==> src/rtl/pwb_pkg.sv <==
// shared constants, types and codes of the perspective warp block
// used by pwb_div, pwb_store and perspective_warp_bilinear; no dependencies
package pwb_pkg;

	// store geometry
	localparam int MAX_COLS = 1024;
	localparam int MAX_ROWS = 512;
	localparam int COL_W    = 10;
	localparam int ROW_W    = 9;
	localparam int PIX_W    = 8;
	localparam int COLS_W   = 11;
	localparam int ROWS_W   = 10;

	// four banks split by column and row parity
	localparam int NUM_BANKS  = 4;
	localparam int BANK_CW    = COL_W - 1;
	localparam int BANK_RW    = ROW_W - 1;
	localparam int BANK_AW    = BANK_CW + BANK_RW;
	localparam int BANK_DEPTH = 1 << BANK_AW;

	// mapping arithmetic
	localparam int COEF_W = 32;
	localparam int PROD_W = 42;
	localparam int SUM_W  = 44;
	localparam int DEN_W  = 44;
	localparam int NUM_W  = 54;
	localparam int INT_W  = 11;
	localparam int FRAC_W = 11;
	localparam int Q_W    = INT_W + FRAC_W;
	localparam int DIV_LAT = Q_W + 1;

	// blend arithmetic
	localparam int WGT_W  = 12;
	localparam int WP_W   = 23;
	localparam int TERM_W = 31;
	localparam int ACC_W  = 32;
	localparam int BLEND_SHIFT = 22;
	localparam logic [WGT_W-1:0] FRAC_ONE = 12'd2048;

	// edges from accepting edge to the edge that raises done
	localparam int OUT_LAT = DIV_LAT + 6;

	// commands
	localparam logic CMD_WRITE   = 1'b0;
	localparam logic CMD_COMPUTE = 1'b1;

	// register indexes
	localparam logic [2:0] CFG_A     = 3'd0;
	localparam logic [2:0] CFG_B     = 3'd1;
	localparam logic [2:0] CFG_C     = 3'd2;
	localparam logic [2:0] CFG_PERSP = 3'd3;
	localparam logic [2:0] CFG_SCALE = 3'd4;
	localparam logic [2:0] CFG_COLS  = 3'd5;
	localparam logic [2:0] CFG_ROWS  = 3'd6;

	typedef struct packed {
		logic             valid;
		logic             cmd;
		logic [COL_W-1:0] col;
		logic [ROW_W-1:0] row;
		logic [PIX_W-1:0] val;
		logic             ok;
	} side_t;

	typedef struct packed {
		logic                                 we;
		logic [1:0]                           wbank;
		logic [BANK_AW-1:0]                   waddr;
		logic [PIX_W-1:0]                     wdata;
		logic [NUM_BANKS-1:0][BANK_AW-1:0]    raddr;
	} store_req_t;

endpackage

==> src/rtl/pwb_div.sv <==
// pipelined restoring divider: 11 integer and 11 fraction quotient bits
// depends on pwb_pkg
module pwb_div (
	input  logic                        clk,
	input  logic [pwb_pkg::NUM_W-1:0]   num,
	input  logic [pwb_pkg::DEN_W-1:0]   den,
	output logic [pwb_pkg::Q_W-1:0]     quot,
	output logic                        exact,
	output logic                        ovf
);

	logic [pwb_pkg::DEN_W-1:0] rem_s  [0:pwb_pkg::Q_W-1];
	logic [pwb_pkg::DEN_W-1:0] d_s    [0:pwb_pkg::Q_W-1];
	logic [pwb_pkg::INT_W-1:0] lo_s   [0:pwb_pkg::Q_W-1];
	logic [pwb_pkg::Q_W-1:0]   q_s    [0:pwb_pkg::Q_W];
	logic                      ovf_s  [0:pwb_pkg::Q_W];
	logic                      exact_s[0:pwb_pkg::Q_W];

	logic [pwb_pkg::DEN_W:0]   t_c    [0:pwb_pkg::Q_W-1];
	logic [pwb_pkg::DEN_W-1:0] rem_nx [0:pwb_pkg::Q_W-1];
	logic                      take_c [0:pwb_pkg::Q_W-1];
	logic [pwb_pkg::DEN_W-1:0] hi_c;

	// upper dividend bits start the remainder; quotient fits 11 bits only if they stay below den
	assign hi_c = pwb_pkg::DEN_W'(num[pwb_pkg::NUM_W-1:pwb_pkg::INT_W]);

	always_comb begin
		for (int k = 0; k < pwb_pkg::Q_W; k++) begin
			t_c[k]    = {rem_s[k], lo_s[k][pwb_pkg::INT_W-1]};
			take_c[k] = (t_c[k] >= {1'b0, d_s[k]});
			rem_nx[k] = take_c[k] ? pwb_pkg::DEN_W'(t_c[k] - {1'b0, d_s[k]})
			                      : t_c[k][pwb_pkg::DEN_W-1:0];
		end
	end

	always_ff @(posedge clk) begin
		rem_s[0]   <= hi_c;
		d_s[0]     <= den;
		lo_s[0]    <= num[pwb_pkg::INT_W-1:0];
		q_s[0]     <= '0;
		ovf_s[0]   <= (hi_c >= den);
		exact_s[0] <= 1'b0;
		for (int k = 0; k < pwb_pkg::Q_W; k++) begin
			if (k < pwb_pkg::Q_W - 1) begin
				rem_s[k+1] <= rem_nx[k];
				d_s[k+1]   <= d_s[k];
				lo_s[k+1]  <= {lo_s[k][pwb_pkg::INT_W-2:0], 1'b0};
			end
			q_s[k+1]     <= {q_s[k][pwb_pkg::Q_W-2:0], take_c[k]};
			ovf_s[k+1]   <= ovf_s[k];
			// zero remainder once the integer bits are done
			exact_s[k+1] <= (k == pwb_pkg::INT_W - 1) ? (rem_nx[k] == '0) : exact_s[k];
		end
	end

	assign quot  = q_s[pwb_pkg::Q_W];
	assign exact = exact_s[pwb_pkg::Q_W];
	assign ovf   = ovf_s[pwb_pkg::Q_W];

endmodule

==> config.mk <==
export PLATFORM = sky130hd
export DESIGN_NAME = pwb_div
export DESIGN_NICKNAME = d
export VERILOG_FILES = /design/src/rtl/pwb_pkg.sv /design/src/rtl/pwb_div.sv
export SDC_FILE = /design/constraint.sdc
export NUM_CORES = 2
export LEC_CHECK = 0
export BUFFER_PORTS_ARGS = -buffer_cell sky130_fd_sc_hd__buf_2
export CORE_AREA = 2 2 522 524
export DETAILED_ROUTE_END_ITERATION = 10
export DIE_AREA = 0 0 524 526
export SLEW_MARGIN = 20
export SYNTH_ARGS = -nofsm -noshare
export SYNTH_HDL_FRONTEND = slang
export SYNTH_SLANG_ARGS = --single-unit
export TNS_END_PERCENT = 30
==> constraint.sdc <==
create_clock -name clk -period 4.6 [get_ports clk]
set_input_delay 0.23 -clock clk [delete_from_list [all_inputs] [get_ports clk]]
set_output_delay 0.23 -clock clk [all_outputs]
set_load 0.01 [all_outputs]
==> summary.md <==
| Metric | Value |
|---|---|
| Status | `finished, final reports clean` |
| Worst-path cell chain | `inv_1 > ha_1 > nor2b_1 > o21ai_0 > a21oi_1 > o21ai_0 > a2111o_1 > a21oi_1 > o31ai_1 > buf_4 > o21ai_0 > a21oi_1 > nand4_1 > a31o_2 > buf_12 > mux2_2` |
| Flop pwr share | `29.0%` |
| Top Ports | `123` |
| First-pass GRT wire length | `444.7 mm` |
| Avg Cell Area, Syn | `9.287 µm²` |
| Switching share of total power | `38.67%` |
| Initial antenna violation count | `7` |
| Die H | `526 µm` |
| Cell family with most CP delay | `compound AO/OA/AOI/OAI gates` |
| Fin crit share | `97.78%` |
| WL/cell | `17.71 µm` |
| Seq/Total Area, Yosys | `42.56%` |
| Max-slew violations | `0` |
| Hold path depth | `3` |
| DRT Pass-1 Iters | `6` |
| CTS Sinks | `2289` |
| Chip width | `524 µm` |
| Most used DFF post-synth | `dfxtp_1` |
| CP max stage delay | `610 ps` |
| Unrepaired setup endpoints after global routing | `true` |
| Area delta synth->final | `16.51%` |
| Largest net degree at the start of global routing | `73` |
| R2r setup slk | `100 ps` |
| I/O Buffers | `122` |
| Slew HR | `39.31%` |
| CTS Buf Count | `265` |
| Fin area | `125500 µm²` |
| Int Power | `62950 µW` |
| Core area | `269800 µm²` |
| Gr ovfl total | `0` |
| WHS Endpoint | `ovf_s[0][0]` |
| Worst vdd ir | `0.0003974 V` |
| DRT Wirelength | `283.4 mm` |
| Vias post-DR | `81942` |
| Final Hold Viols | `0` |
| Synthesized Nets | `12724` |
| CP Depth | `16` |
| Critical-path top delay cell | `o21ai_0` |
| CTS tree | `yes` |
| Most frequent cells in the layout | `2289 x dfxtp_1, 1247 x inv_1, 1098 x a21oi_1` |
| Worst hold path startpoint | `den[43]` |
| Worst Clk Skew | `77.58 ps` |
| Fin Hold WS | `132.2 ps` |
| Worst skew pair latency | `890 ps` |
| Drt via density | `5.120` |
| Gate Count Post-Synth | `11594` |
| Lkg Pwr | `0.05863 µW` |
| Synth Cell Area | `107700 µm²` |
| CP startpoint kind | `flip-flop` |
| YS warnings | `0` |
| Seq cells post-synth | `2289` |
| Max Buffers Root-to-Sink | `4` |
| DRT antenna net count | `0` |
| Clock slew at reported path FFs | `50 ps` |
| Critical R2R Launch | `d_s[0][1]` |
| Die ar. | `275600 µm²` |
| Power density over the cells | `818.2 nW/µm²` |
| Nets@finish | `13340` |
| Initial core utilization | `39.91%` |
| Setup-failing EPs final | `0` |
| Sw Pwr | `39690 µW` |
| Drt drc | `0` |
| Clock Power Share | `21.4%` |
| Vias in the first global route | `83950` |
| WP data arrival | `5210 ps` |
| Combinational share of power | `49.6%` |
| Worst-margin pin slew | `887.4 ps` |
| Post-synth EDFFs | `0` |
| Critical path buffers and inverters | `3` |
| Crit Path Max Fanout | `65` |
| DR iter-0 viols | `4140` |
| CP Capture Type | `flip-flop` |
| Worst EP required | `5310 ps` |
| Detailed placement HPWL | `224.7 mm` |
| Setup TNS Final | `0 ps` |
| Reg2Reg Depth | `16` |
| Period minus WS final | `4498 ps` |
| Layout cells sized above 1 | `11.22%` |
| Critical path class | `reg2reg` |
| PnR Total Power | `102600 µW` |
| GPL Wtd Cong | `0.9474` |
| Commonest non-fill, non-tap cell in the layout | `dfxtp_1` |
| Fmax | `222.3 MHz` |
| Dpl cells | `15316` |
| Core Rows | `191` |
| Post-DP Area | `114100 µm²` |
| Number of distinct library cells after synthesis | `106` |
| Reg2Reg Capture Point | `rem_s[0][71]` |
| Hold Path Class | `in2reg` |
| Gr usage total | `20.09%` |
| # Max-Cap Violations | `0` |
| Post-route insts no fill | `16005` |
| FFs w/ async S/R, synth | `0%` |
| CTS HTree Levels | `5` |
| Root Buffer | `clkbuf_16` |
-- layer usage --
metal / vias to the layer above / global-route usage, % / wire length, µm
li1: 41336 / - / -
met1: 38099 / 20.67 / 109000
met2: 1765 / 37.62 / 144000
met3: 742 / 2.745 / 9710
met4: 0 / 13.12 / 20770
met5: - / 0 / 0
-- synthesized netlist by cell type (all sizes together), types with 43 or more instances --
cell type	number	area, µm²
nand2	609	2286
and2	46	289.0
a21o	532	3996
ha	1010	12640
xnor2	521	4563
and3	86	538.0
o31ai	55	417.9
clkbuf	170	669.4
nor3	119	595.6
nor4	50	331.6
nand4	167	1045
o21ai	603	3037
nor2	725	2721
or2	48	300.3
xor2	284	2487
nor2b	156	975.9
o21bai	130	979.7
a31oi	83	534.3
mux2	406	4572
a211oi	67	503.0
a21oi	1105	5542
o21a	137	1028
a21boi	51	382.9
nand2b	156	975.9
inv	1249	4688
buf	89	524.3
or3	43	269.0
dfxtp	2289	45820
nand3	173	865.8
-- metrics by stage --
stage | utilization [%] | setup slack, ps
after floorplan | - | 882.3
after global placement | 42.31 | 50.49
after detailed placement | 42.31 | 62.22
after CTS | 46.46 | 36.63
after global routing | 46.50 | -94.35
final | 46.50 | 102.0
-- power by group through the flow --
| stage | clock (µW) | sequential (µW) | combinational (µW) |
|---|---|---|---|
| after floorplan | 0 | 28400 | 37900 |
| after global placement | 0 | 30200 | 49300 |
| after detailed placement | 0 | 30200 | 50100 |
| after CTS | 22600 | 29800 | 50700 |
| after global routing | 23400 | 30300 | 56400 |
| final | 22000 | 29800 | 50900 |
-- kinds of logic (layout without fill, tap and decap cells) --
kind of cell             Yosys count  in the layout  synth area share [%]
XOR/XNOR                         805            805                 6.548
buffers and inverters           1510           2331                 5.476
other                              0             20                     0
flip-flops                      2289           2289                 42.56
AO/OA/AOI/OAI                   3064           3064                 17.76
AND/OR/NAND/NOR                 2469           2469                 11.10
adder cells (fa/ha/maj)         1031           1031                 12.13
multiplexers                     426            426                 4.432
-- worst reg2reg max path, stage by stage (launching register included) --
cell,delay (ps)
dfxtp_1,380
inv_1,60
ha_1,290
nor2b_1,120
o21ai_0,100
a21oi_1,200
o21ai_0,210
a2111o_1,480
a21oi_1,270
o31ai_1,140
buf_4,160
o21ai_0,610
a21oi_1,240
nand4_1,150
a31o_2,230
buf_12,260
mux2_2,430
-- final cells by class --
type                       instances  area [µm²]
sequential                      2289       45820
multi-input combinational       7795       56150
tap                             3570        4467
timing repair buffer             609        5024
fill                           25103      144400
antenna                           20       50.05
inverter                        1250        4692
clock inverter                   107        1465
clock buffer                     365        7787
-- timing repair --
action | CTS | global route
setup endpoints to repair | 0 | 98
resized for setup | 0 | 13
buffers inserted | 0 | 1
hold buffers | 196 | 0
endpoints found under the hold margin | 99 | 0
-- worst max-delay path by stage --
| stage | slack, ps | endpoint | start |
|---|---|---|---|
| 2_1_floorplan | 880 | rem_s[0][107] | d_s[0][45] |
| 3_3_place_gp | 50 | rem_s[1][128] | lo_s[1][21] |
| 3_5_place_dp | 60 | rem_s[1][128] | lo_s[1][21] |
| 4_1_cts | 40 | rem_s[1][128] | d_s[1][44] |
| 5_1_grt | -90 | exact_s[1][3] | d_s[1][124] |
| 6_report | 100 | rem_s[0][71] | d_s[0][1] |
-- sequential cells by signal, summed over array words and instances (netlist names) --
signal / cells
q_s: 253
exact_s: 12
rem_s: 967
lo_s: 66
d_s: 968
ovf_s: 23
(Power assumes the default switching activity.)
